[config.mk]
export PLATFORM = sky130hd
export DESIGN_NAME = scalar_kalman_force_filter
export DESIGN_NICKNAME = d
export VERILOG_FILES = /design/src/sv/skff_pkg.sv /design/src/sv/skff_datapath.sv /design/src/sv/scalar_kalman_force_filter.sv
export SDC_FILE = /design/constraint.sdc
export NUM_CORES = 2
export LEC_CHECK = 0
export CAP_MARGIN = 15
export CELL_PAD_IN_SITES_DETAIL_PLACEMENT = 1
export CELL_PAD_IN_SITES_GLOBAL_PLACEMENT = 2
export CORE_MARGIN = 10
export CORE_UTILIZATION = 40
export DETAILED_ROUTE_END_ITERATION = 12
export DONT_BUFFER_PORTS = 1
export HOLD_SLACK_MARGIN = 0.02
export PLACE_DENSITY_LB_ADDON = 0.12
export SYNTH_ARGS = -nofsm -noshare
export SYNTH_HDL_FRONTEND = slang
export SYNTH_SLANG_ARGS = --single-unit
[constraint.sdc]
create_clock -name clk -period 10.9 [get_ports clk]
set_input_delay 0.545 -clock clk [delete_from_list [all_inputs] [get_ports clk]]
set_output_delay 0.545 -clock clk [all_outputs]
set_load 0.1 [all_outputs]
[src/sv/skff_pkg.sv]
`timescale 1ns / 1ps

package skff_pkg;

  // Field and register widths.
  localparam int unsigned FORCE_W    = 32;  // signed Q16.16
  localparam int unsigned VAR_W      = 32;  // unsigned Q4.28
  localparam int unsigned GAIN_W     = 18;  // unsigned Q2.16
  localparam int unsigned KGAIN_W    = 29;  // unsigned Q1.28, up to 1.0
  localparam int unsigned CFG_DATA_W = 32;
  localparam int unsigned CFG_IDX_W  = 3;
  localparam int unsigned PC_W       = 4;
  localparam int unsigned DIV_CNT_W  = 5;
  localparam int unsigned MUL_A_W    = 34;
  localparam int unsigned MUL_B_W    = 29;
  localparam int unsigned PROD_W     = MUL_A_W + MUL_B_W;

  // Quotient bits produced by the shift-subtract loop after the top bit.
  localparam logic [DIV_CNT_W-1:0] DIV_STEPS = DIV_CNT_W'(28);

  localparam logic [KGAIN_W-1:0] ONE_Q28 = KGAIN_W'(1) << 28;

  // Register reset values.
  localparam logic [GAIN_W-1:0] GAIN_RESET   = GAIN_W'(65536);
  localparam logic [VAR_W-1:0]  QNOISE_RESET = VAR_W'(26844);
  localparam logic [VAR_W-1:0]  RNOISE_RESET = VAR_W'(13421773);
  localparam logic [VAR_W-1:0]  PINIT_RESET  = VAR_W'(271119319);

  // Register indexes on the configuration port.
  localparam logic [CFG_IDX_W-1:0] REG_TRANSITION_GAIN   = CFG_IDX_W'(0);
  localparam logic [CFG_IDX_W-1:0] REG_PROCESS_NOISE     = CFG_IDX_W'(1);
  localparam logic [CFG_IDX_W-1:0] REG_MEASUREMENT_NOISE = CFG_IDX_W'(2);
  localparam logic [CFG_IDX_W-1:0] REG_INITIAL_VARIANCE  = CFG_IDX_W'(3);

  // Datapath operation of one microinstruction.
  typedef enum logic [3:0] {
    OP_NOP,
    OP_LOAD,        // latch the measurement on an input transaction
    OP_SCALE_AP,    // round A*P, form innovation magnitude and sign
    OP_PREDICT,     // round A*P*A, add Q, saturate to Pp
    OP_DIV_INIT,    // set up the gain division Pp / (Pp + R)
    OP_DIV_STEP,    // one restoring shift-subtract step
    OP_ONE_MINUS_K, // form 1 - K
    OP_CORRECT,     // apply the rounded correction to the estimate
    OP_UPDATE_VAR,  // round (1 - K) * Pp into the variance
    OP_FIRST,       // first sample: load the variance, clear the estimate
    OP_EMIT         // hand the result to the output register
  } op_t;

  // Operand pair fed to the shared multiplier.
  typedef enum logic [2:0] {
    MS_NONE,
    MS_PA,     // P * A
    MS_APA,    // (A*P) * A
    MS_CORR,   // |z - x| * K
    MS_VAR     // Pp * (1 - K)
  } mul_sel_t;

  // Sequencer branch kind.
  typedef enum logic [2:0] {
    BR_NEXT,   // go on to the next step
    BR_INPUT,  // hold until a transaction; then next, or target before start
    BR_LOOP,   // repeat this step until the divide counter runs out
    BR_OUTPUT, // hold until the output register is free, then jump to target
    BR_JUMP    // jump to target
  } br_t;

  typedef struct packed {
    op_t             op;
    mul_sel_t        mul;
    br_t             br;
    logic [PC_W-1:0] target;
  } uinst_t;

  typedef struct packed {
    logic started;
    logic div_last;
  } dp_status_t;

  typedef struct packed {
    logic [GAIN_W-1:0] gain;
    logic [VAR_W-1:0]  qnoise;
    logic [VAR_W-1:0]  rnoise;
    logic [VAR_W-1:0]  pinit;
  } cfg_t;

  localparam logic [PC_W-1:0] PC_IDLE  = PC_W'(0);
  localparam logic [PC_W-1:0] PC_EMIT  = PC_W'(10);
  localparam logic [PC_W-1:0] PC_FIRST = PC_W'(11);

  // Microprogram store.
  function automatic uinst_t skff_ucode(input logic [PC_W-1:0] pc);
    uinst_t u;
    u = '{op: OP_NOP, mul: MS_NONE, br: BR_JUMP, target: PC_IDLE};
    unique case (pc)
      PC_W'(0):  u = '{op: OP_LOAD,        mul: MS_NONE, br: BR_INPUT,  target: PC_FIRST};
      PC_W'(1):  u = '{op: OP_NOP,         mul: MS_PA,   br: BR_NEXT,   target: PC_IDLE};
      PC_W'(2):  u = '{op: OP_SCALE_AP,    mul: MS_NONE, br: BR_NEXT,   target: PC_IDLE};
      PC_W'(3):  u = '{op: OP_NOP,         mul: MS_APA,  br: BR_NEXT,   target: PC_IDLE};
      PC_W'(4):  u = '{op: OP_PREDICT,     mul: MS_NONE, br: BR_NEXT,   target: PC_IDLE};
      PC_W'(5):  u = '{op: OP_DIV_INIT,    mul: MS_NONE, br: BR_NEXT,   target: PC_IDLE};
      PC_W'(6):  u = '{op: OP_DIV_STEP,    mul: MS_NONE, br: BR_LOOP,   target: PC_IDLE};
      PC_W'(7):  u = '{op: OP_ONE_MINUS_K, mul: MS_CORR, br: BR_NEXT,   target: PC_IDLE};
      PC_W'(8):  u = '{op: OP_CORRECT,     mul: MS_VAR,  br: BR_NEXT,   target: PC_IDLE};
      PC_W'(9):  u = '{op: OP_UPDATE_VAR,  mul: MS_NONE, br: BR_NEXT,   target: PC_IDLE};
      PC_W'(10): u = '{op: OP_EMIT,        mul: MS_NONE, br: BR_OUTPUT, target: PC_IDLE};
      PC_W'(11): u = '{op: OP_FIRST,       mul: MS_NONE, br: BR_JUMP,   target: PC_EMIT};
      default:   u = '{op: OP_NOP,         mul: MS_NONE, br: BR_JUMP,   target: PC_IDLE};
    endcase
    return u;
  endfunction

endpackage

[src/sv/skff_datapath.sv]
`timescale 1ns / 1ps

module skff_datapath import skff_pkg::*; (
  input  logic                      clk,
  input  logic                      rst,
  input  uinst_t                    uinst,
  input  logic                      in_take,
  input  logic                      in_contact,
  input  logic signed [FORCE_W-1:0] in_force,
  input  cfg_t                      cfg,
  output dp_status_t                status,
  output logic signed [FORCE_W-1:0] estimate,
  output logic signed [FORCE_W-1:0] meas
);

  logic [VAR_W-1:0]     variance;
  logic                 started;
  logic [PROD_W-1:0]    prod;
  logic [MUL_A_W-1:0]   ap;
  logic [VAR_W-1:0]     pp;
  logic [VAR_W:0]       den;
  logic                 den_zero;
  logic [MUL_A_W-1:0]   rem;
  logic [KGAIN_W-1:0]   quot;
  logic [DIV_CNT_W-1:0] cnt;
  logic [FORCE_W:0]     mag;
  logic                 neg;
  logic [KGAIN_W-1:0]   onemk;

  logic [MUL_A_W-1:0]    mul_a;
  logic [MUL_B_W-1:0]    mul_b;
  logic [PROD_W-1:0]     rnd16;
  logic [PROD_W-1:0]     rnd28;
  logic [VAR_W+4:0]      pred_sum;
  logic [VAR_W-1:0]      pp_next;
  logic [KGAIN_W-1:0]    keff;
  logic [MUL_A_W-1:0]    rem_shl;
  logic [MUL_A_W:0]      trial;
  logic signed [FORCE_W:0]   innov;
  logic signed [FORCE_W+2:0] corr;
  logic signed [FORCE_W+2:0] est_sum;
  logic signed [FORCE_W-1:0] est_next;
  logic [FORCE_W+2:0]    var_wide;
  logic [VAR_W-1:0]      var_next;

  assign keff = den_zero ? '0 : quot;

  always_comb begin
    mul_a = '0;
    mul_b = '0;
    case (uinst.mul)
      MS_PA: begin
        mul_a = MUL_A_W'(variance);
        mul_b = MUL_B_W'(cfg.gain);
      end
      MS_APA: begin
        mul_a = ap;
        mul_b = MUL_B_W'(cfg.gain);
      end
      MS_CORR: begin
        mul_a = MUL_A_W'(mag);
        mul_b = MUL_B_W'(keff);
      end
      MS_VAR: begin
        mul_a = MUL_A_W'(pp);
        mul_b = MUL_B_W'(onemk);
      end
      default: begin
        mul_a = '0;
        mul_b = '0;
      end
    endcase
  end

  always_comb begin
    rnd16    = prod + (PROD_W'(1) << 15);
    rnd28    = prod + (PROD_W'(1) << 27);
    pred_sum = (VAR_W+5)'(rnd16[51:16]) + (VAR_W+5)'(cfg.qnoise);
    pp_next  = (pred_sum[VAR_W+4:VAR_W] != '0) ? '1 : pred_sum[VAR_W-1:0];

    rem_shl = {rem[MUL_A_W-2:0], 1'b0};
    trial   = {1'b0, rem_shl} - (MUL_A_W+1)'(den);

    innov = {meas[FORCE_W-1], meas} - {estimate[FORCE_W-1], estimate};

    corr = neg ? -$signed((FORCE_W+3)'({1'b0, rnd28[60:28]}))
               :  $signed((FORCE_W+3)'({1'b0, rnd28[60:28]}));
    est_sum = $signed({{3{estimate[FORCE_W-1]}}, estimate}) + corr;
    if (est_sum[FORCE_W+2:FORCE_W-1] == '0 || est_sum[FORCE_W+2:FORCE_W-1] == '1) begin
      est_next = est_sum[FORCE_W-1:0];
    end else if (est_sum[FORCE_W+2]) begin
      est_next = {1'b1, {(FORCE_W-1){1'b0}}};
    end else begin
      est_next = {1'b0, {(FORCE_W-1){1'b1}}};
    end

    var_wide = rnd28[62:28];
    var_next = (var_wide[FORCE_W+2:VAR_W] != '0) ? '1 : var_wide[VAR_W-1:0];
  end

  always_ff @(posedge clk) begin
    if (uinst.mul != MS_NONE) begin
      prod <= PROD_W'(mul_a) * PROD_W'(mul_b);
    end
    case (uinst.op)
      OP_LOAD: begin
        if (in_take) begin
          meas <= in_contact ? in_force : '0;
        end
      end
      OP_SCALE_AP: begin
        ap  <= rnd16[49:16];
        neg <= innov[FORCE_W];
        mag <= innov[FORCE_W] ? $unsigned(-innov) : $unsigned(innov);
      end
      OP_PREDICT: begin
        pp <= pp_next;
      end
      OP_DIV_INIT: begin
        // With R of zero the gain is one (or zero when Pp is zero too).
        den      <= {1'b0, pp} + {1'b0, cfg.rnoise};
        den_zero <= (pp == '0) && (cfg.rnoise == '0);
        rem      <= (cfg.rnoise == '0) ? '0 : MUL_A_W'(pp);
        quot     <= KGAIN_W'((cfg.rnoise == '0) && (pp != '0));
        cnt      <= DIV_STEPS;
      end
      OP_DIV_STEP: begin
        if (!trial[MUL_A_W]) begin
          rem  <= trial[MUL_A_W-1:0];
          quot <= {quot[KGAIN_W-2:0], 1'b1};
        end else begin
          rem  <= rem_shl;
          quot <= {quot[KGAIN_W-2:0], 1'b0};
        end
        cnt <= cnt - DIV_CNT_W'(1);
      end
      OP_ONE_MINUS_K: begin
        onemk <= ONE_Q28 - keff;
      end
      default: begin
      end
    endcase

    if (rst) begin
      started  <= 1'b0;
      estimate <= '0;
      variance <= '0;
    end else begin
      case (uinst.op)
        OP_CORRECT:    estimate <= est_next;
        OP_UPDATE_VAR: variance <= var_next;
        OP_FIRST: begin
          started  <= 1'b1;
          estimate <= '0;
          variance <= cfg.pinit;
        end
        default: begin
        end
      endcase
    end
  end

  assign status.started  = started;
  assign status.div_last = (cnt == DIV_CNT_W'(1));

endmodule

[src/sv/scalar_kalman_force_filter.sv]
`timescale 1ns / 1ps
// A result is valid once its input has run through the microprogram, sooner for the
// first sample after reset, which only loads the variance and clears the estimate.
// Samples are taken one at a time; the 28-step shift-subtract loop of the gain
// divider takes most of each one, the rest is four passes through the shared multiplier.
// Reset (rst, synchronous, active high) clears the estimate, the variance and the
// started flag, returns the sequencer to idle and reloads all registers to defaults.

module scalar_kalman_force_filter import skff_pkg::*; (
  input  logic                  clk,
  input  logic                  rst,
  // Input stream, one force sample per transaction.
  input  logic                  s_axis_tvalid,
  output logic                  s_axis_tready,
  input  logic [FORCE_W-1:0]    s_axis_tdata,   // [31:0] force_sample
  input  logic                  s_axis_tuser,   // [0] contact_present
  // Output stream, one result per sample.
  output logic                  m_axis_tvalid,
  input  logic                  m_axis_tready,
  output logic [2*FORCE_W-1:0]  m_axis_tdata,   // [31:0] filtered_force, [63:32] used_measurement
  // Configuration writes.
  input  logic                  cfg_wr_en,
  input  logic [CFG_IDX_W-1:0]  cfg_index,
  input  logic [CFG_DATA_W-1:0] cfg_data
);

  // The filter is run by a small microprogram. Each step's control word picks
  // a datapath operation, a multiplier operand pair and a branch. The idle step
  // waits for a transaction; the divide step repeats until its counter is done;
  // the emit step waits for the output register to be free.

  cfg_t                      cfg;
  logic [PC_W-1:0]           pc;
  logic [PC_W-1:0]           pc_next;
  uinst_t                    uinst;
  dp_status_t                status;
  logic                      in_take;
  logic                      out_free;
  logic signed [FORCE_W-1:0] estimate;
  logic signed [FORCE_W-1:0] meas;

  assign uinst         = skff_ucode(pc);
  // Nothing is taken while reset is held, so no transaction can be lost to it.
  assign s_axis_tready = !rst && (uinst.br == BR_INPUT);
  assign in_take       = s_axis_tvalid && s_axis_tready;
  // The output register is a one-entry buffer, so the next sample can be taken
  // and worked on while the previous result still waits.
  assign out_free      = !m_axis_tvalid || m_axis_tready;

  always_comb begin
    pc_next = pc;
    unique case (uinst.br)
      BR_NEXT:   pc_next = pc + PC_W'(1);
      BR_INPUT: begin
        if (in_take) begin
          pc_next = status.started ? pc + PC_W'(1) : uinst.target;
        end
      end
      BR_LOOP:   pc_next = status.div_last ? pc + PC_W'(1) : pc;
      BR_OUTPUT: pc_next = out_free ? uinst.target : pc;
      BR_JUMP:   pc_next = uinst.target;
      default:   pc_next = PC_IDLE;
    endcase
  end

  always_ff @(posedge clk) begin
    if (rst) begin
      pc            <= PC_IDLE;
      m_axis_tvalid <= 1'b0;
      cfg.gain      <= GAIN_RESET;
      cfg.qnoise    <= QNOISE_RESET;
      cfg.rnoise    <= RNOISE_RESET;
      cfg.pinit     <= PINIT_RESET;
    end else begin
      pc <= pc_next;
      if (uinst.op == OP_EMIT && out_free) begin
        m_axis_tvalid <= 1'b1;
        m_axis_tdata  <= {meas, estimate};
      end else if (m_axis_tready) begin
        m_axis_tvalid <= 1'b0;
      end
      // Writes to indexes beyond the register list are dropped.
      if (cfg_wr_en) begin
        unique case (cfg_index)
          REG_TRANSITION_GAIN:   cfg.gain   <= cfg_data[GAIN_W-1:0];
          REG_PROCESS_NOISE:     cfg.qnoise <= cfg_data[VAR_W-1:0];
          REG_MEASUREMENT_NOISE: cfg.rnoise <= cfg_data[VAR_W-1:0];
          REG_INITIAL_VARIANCE:  cfg.pinit  <= cfg_data[VAR_W-1:0];
          default: begin
          end
        endcase
      end
    end
  end

  skff_datapath u_datapath (
    .clk        (clk),
    .rst        (rst),
    .uinst      (uinst),
    .in_take    (in_take),
    .in_contact (s_axis_tuser),
    .in_force   (s_axis_tdata),
    .cfg        (cfg),
    .status     (status),
    .estimate   (estimate),
    .meas       (meas)
  );

endmodule

==> flow_results.xml <==
<?xml version="1.0" encoding="UTF-8"?>
<metrics>
  <group name="run_status">
    <metric name="status" unit="">finished, final reports clean</metric>
  </group>
  <group name="setup_path">
    <metric name="worstPathArrival" unit="ps">10910</metric>
    <metric name="critPathSlowestCell" unit="">fa_1</metric>
    <metric name="crit_start" unit="">uinst[9]</metric>
    <metric name="r2r.worst_path.cells" unit="">31</metric>
    <metric name="worst-endpoint-required" unit="ps">11290</metric>
    <metric name="worst-setup-path-type" unit="">reg -&gt; reg</metric>
    <metric name="r2r-end" unit="">u_datapath.prod[61]</metric>
    <metric name="reg2reg_from" unit="">uinst[9]</metric>
    <metric name="critical_path.startpoint_type" unit="">flop</metric>
    <metric name="critPathCaptureType" unit="">flop</metric>
    <metric name="critical-path-top-cell-by-count" unit="">fa_1</metric>
    <metric name="worst_path_maximum_fanout" unit="">30</metric>
    <metric name="setup_slack_of_the_most_critical_reg_to_reg_path" unit="ps">370</metric>
    <metric name="critPathCapture" unit="">u_datapath.prod[61]</metric>
    <metric name="max_stage_delay" unit="ps">580</metric>
  </group>
  <group name="placement">
    <metric name="finalWeightedCongestion" unit="">0.946</metric>
    <metric name="dp.final_hpwl" unit="um">202000</metric>
    <metric name="place.port_buffers" unit="">0</metric>
  </group>
  <group name="sta">
    <metric name="finalClockSkew" unit="ps">29.8</metric>
    <metric name="finalCritPeriodShare" unit="%">96.6</metric>
    <metric name="worst-slew-pin-transition" unit="ps">1240</metric>
    <metric name="finalWorstPathRequiredPeriod" unit="ps">10530</metric>
    <metric name="final-hold-violation-count" unit="">0</metric>
    <metric name="final_setup_fails" unit="">0</metric>
    <metric name="fmax" unit="GHz">0.0950</metric>
    <metric name="final-max-slew-violation-count" unit="">0</metric>
    <metric name="fin_setup_tns" unit="ps">0</metric>
    <metric name="timing.max_slew.rel_slack" unit="%">16.7</metric>
    <metric name="setup_repair_after_global_routing_missed_its_margin" unit="">false</metric>
  </group>
  <group name="layout">
    <metric name="finalCoreUtilization" unit="%">44.0</metric>
    <metric name="nNetsFinal" unit="">8264</metric>
    <metric name="mostFrequentLayoutCell" unit="">inv_1</metric>
    <metric name="area_growth" unit="%">9.59</metric>
    <metric name="drive_gt1_share" unit="%">6.14</metric>
    <metric name="layout_common_cells" unit="">inv_1, nand2_1, fa_1</metric>
  </group>
  <group name="clock_network">
    <metric name="tritoncts" unit="">done</metric>
    <metric name="clock-root-buffer" unit="">clkbuf_16</metric>
    <metric name="clockBufferDepth" unit="">3</metric>
    <metric name="clk_pin_slew_worst_paths" unit="ps">60</metric>
    <metric name="worstSkewPairLatency" unit="ps">650</metric>
    <metric name="cts_inserted_buffers" unit="">66</metric>
    <metric name="h_tree_levels" unit="">3</metric>
    <metric name="post_cts.repair.setup_buffers" unit="">0</metric>
    <metric name="num_clock_sinks" unit="">570</metric>
  </group>
  <group name="yosys">
    <metric name="synth.yosys.warnings" unit="">0</metric>
    <metric name="netlist_instances" unit="">6913</metric>
    <metric name="ys_dominant_reg_cell" unit="">edfxtp_1</metric>
    <metric name="synth-edff-count" unit="">374</metric>
    <metric name="synth_cell_types" unit="">101</metric>
    <metric name="avgSynthCellArea" unit="um2">9.17</metric>
    <metric name="synth_sequential_area_ratio" unit="%">23.9</metric>
    <metric name="postSynthRegisterBits" unit="">570</metric>
    <metric name="synthArstFlopShare" unit="%">0</metric>
    <metric name="post_synth_instance_area" unit="um2">63400</metric>
  </group>
  <group name="floorplan">
    <metric name="num_io_pins" unit="">139</metric>
    <metric name="die_h" unit="um">418</metric>
    <metric name="initial_utilization" unit="%">40.1</metric>
    <metric name="die_width" unit="um">418</metric>
    <metric name="fp.coreArea" unit="um2">158000</metric>
    <metric name="floorplan.die_area" unit="um2">175000</metric>
    <metric name="std_cell_rows" unit="">146</metric>
  </group>
  <group name="detailed_routing">
    <metric name="drt_wl_total" unit="um">256000</metric>
    <metric name="detail_route.first_pass.iterations" unit="">5</metric>
    <metric name="ant_nets" unit="">0</metric>
    <metric name="dr.first_iter.drc_count" unit="">3977</metric>
    <metric name="detailroute.via_count" unit="">51200</metric>
    <metric name="route.detailed.vias_per_inst" unit="">5.67</metric>
    <metric name="post_drt_wl_per_cell" unit="um">28.4</metric>
    <metric name="route.detailed.drc" unit="">0</metric>
  </group>
  <group name="min_path">
    <metric name="min_path_cells" unit="">2</metric>
    <metric name="min-delay-path-class" unit="">in -&gt; reg</metric>
  </group>
  <group name="global_route">
    <metric name="largest_net_degree_at_the_start_of_global_routing" unit="">66</metric>
    <metric name="grt_antenna_before_repair" unit="">20</metric>
    <metric name="global_route.usage.met1" unit="%">39.8</metric>
    <metric name="grt_remaining_overflow" unit="">0</metric>
    <metric name="first_global_vias" unit="">54600</metric>
    <metric name="global_route.usage.total" unit="%">29.2</metric>
    <metric name="busiest_layer" unit="">met2</metric>
    <metric name="wire_length_of_the_first_global_routing_pass" unit="um">378000</metric>
    <metric name="grt_util_met3" unit="%">4.71</metric>
    <metric name="gr-usage-met2" unit="%">47.5</metric>
  </group>
  <group name="pwr">
    <metric name="vdd_ir_drop_max" unit="mV">0.127</metric>
    <metric name="power_total" unit="W">0.0139</metric>
    <metric name="power_per_cell_area" unit="nW/um2">199</metric>
    <metric name="cellLeakagePower" unit="nW">30.3</metric>
  </group>
  <group name="run">
    <metric name="drv_cap" unit="">0</metric>
  </group>
</metrics>
[layout make-up]
class                      instances  area (um2)
antenna                            6        15.0
clock buffer                      85        1890
clock inverter                    33         289
fill                           18100       88500
inverter                         999        3750
multi-input combinational       5022       43600
sequential                       570       15200
tap                             2072        2590
timing repair buffer             246        2150
[through the flow]
stage	hold slack (ps)	cells	cell area (um2)	setup slack, ps
3_5_place_dp	441	8869	66800	514
6_report	60.9	9033	69500	373
3_3_place_gp	445	8869	66800	587
5_1_grt	44.3	9028	69500	9.16
4_1_cts	20.2	9025	69400	519
2_1_floorplan	426	6922	63400	1100
[synthesized netlist by cell type, types with 19 or more instances]
library cell	count	area, um2
nand2_1	928	3480
nand2b_1	51	319
clkbuf_1	283	1060
xnor2_1	208	1820
edfxtp_1	374	11200
ha_1	423	5290
a221o_1	51	510
nor4_1	36	225
xor2_1	126	1100
fa_1	863	17300
nor2b_1	40	250
and3_1	39	244
nand4_1	47	294
nor3_1	68	340
dfxtp_1	196	3920
nor2_1	779	2920
a22oi_1	26	195
a21oi_1	300	1500
or3_1	19	119
nand3b_1	43	323
mux2i_1	31	310
and2_1	78	488
o21ai_0	178	891
a22o_1	43	377
nand3_1	82	410
inv_1	999	3750
o21a_1	45	338
o21bai_1	27	203
a221oi_1	53	464
a31oi_1	50	313
a211oi_1	25	188
a21o_1	108	811
[layer usage]
| layer | share of wire [%] | routed length, um |
|---|---|---|
| met1 | 44 | 113000 |
| met4 | 3.5 | 9060 |
| met5 | 0.036 | 92 |
| met3 | 6.4 | 16300 |
| met2 | 46 | 118000 |
[worst min-delay path by stage]
stage                   startpoint                to  slack (ps)
6_report              cfg_data[10]           cfg[74]          60
5_1_grt                cfg_data[9]          cfg[105]          40
4_1_cts                cfg_data[9]          cfg[105]          20
3_5_place_dp   u_datapath.meas[13]  m_axis_tdata[45]         440
3_3_place_gp               cfg[16]           cfg[16]         440
2_1_floorplan   u_datapath.meas[0]  m_axis_tdata[32]         430
[timing repair]
action	4_1_cts	5_1_grt
hold buffers	38	0
setup endpoints to repair	0	4
hold endpoints to repair	135	0
resized for setup	0	7
[report_power, final]
group	internal [W]	total [W]	switching [W]
Clock	0.00133	0.00232	0.000996
Combinational	0.00259	0.00818	0.00558
Sequential	0.00284	0.00335	0.000516
[state kept, by name (all words and copies together), names as in the netlist, 12 cells and up]
| signal | cells |
|---|---|
| uinst | 12 |
| cfg | 114 |
| u_datapath.mag | 33 |
| u_datapath.ap | 34 |
| u_datapath.onemk | 29 |
| u_datapath.pp | 32 |
| u_datapath.estimate | 32 |
| m_axis_tdata | 64 |
| u_datapath.quot | 29 |
| u_datapath.rem | 33 |
| u_datapath.variance | 32 |
| u_datapath.den | 33 |
| u_datapath.meas | 32 |
| u_datapath.prod | 48 |
[critical path, delay by kind of cell (launching register included)]
family	cells	cell delay, ps
adders and majority gates	9	4490
AOI/OAI and AO/OA	8	2620
and+or+nand+nor	6	1470
buffers and inverters	7	1030
DFF	1	440
xor gates and xnor gates	1	160
[kinds of logic after synthesis]
logic type      after synthesis  share of synthesized area (%)
other cells                   2                         0.0118
fa+ha+maj                  1286                           35.6
compound gates             1065                           11.3
buf+inv                    1330                           7.98
xor+xnor                    336                           4.68
flops                       570                           23.9
simple gates               2291                           16.0
mux                          33                          0.525
Note: power is estimated with default switching activity, not from simulation.
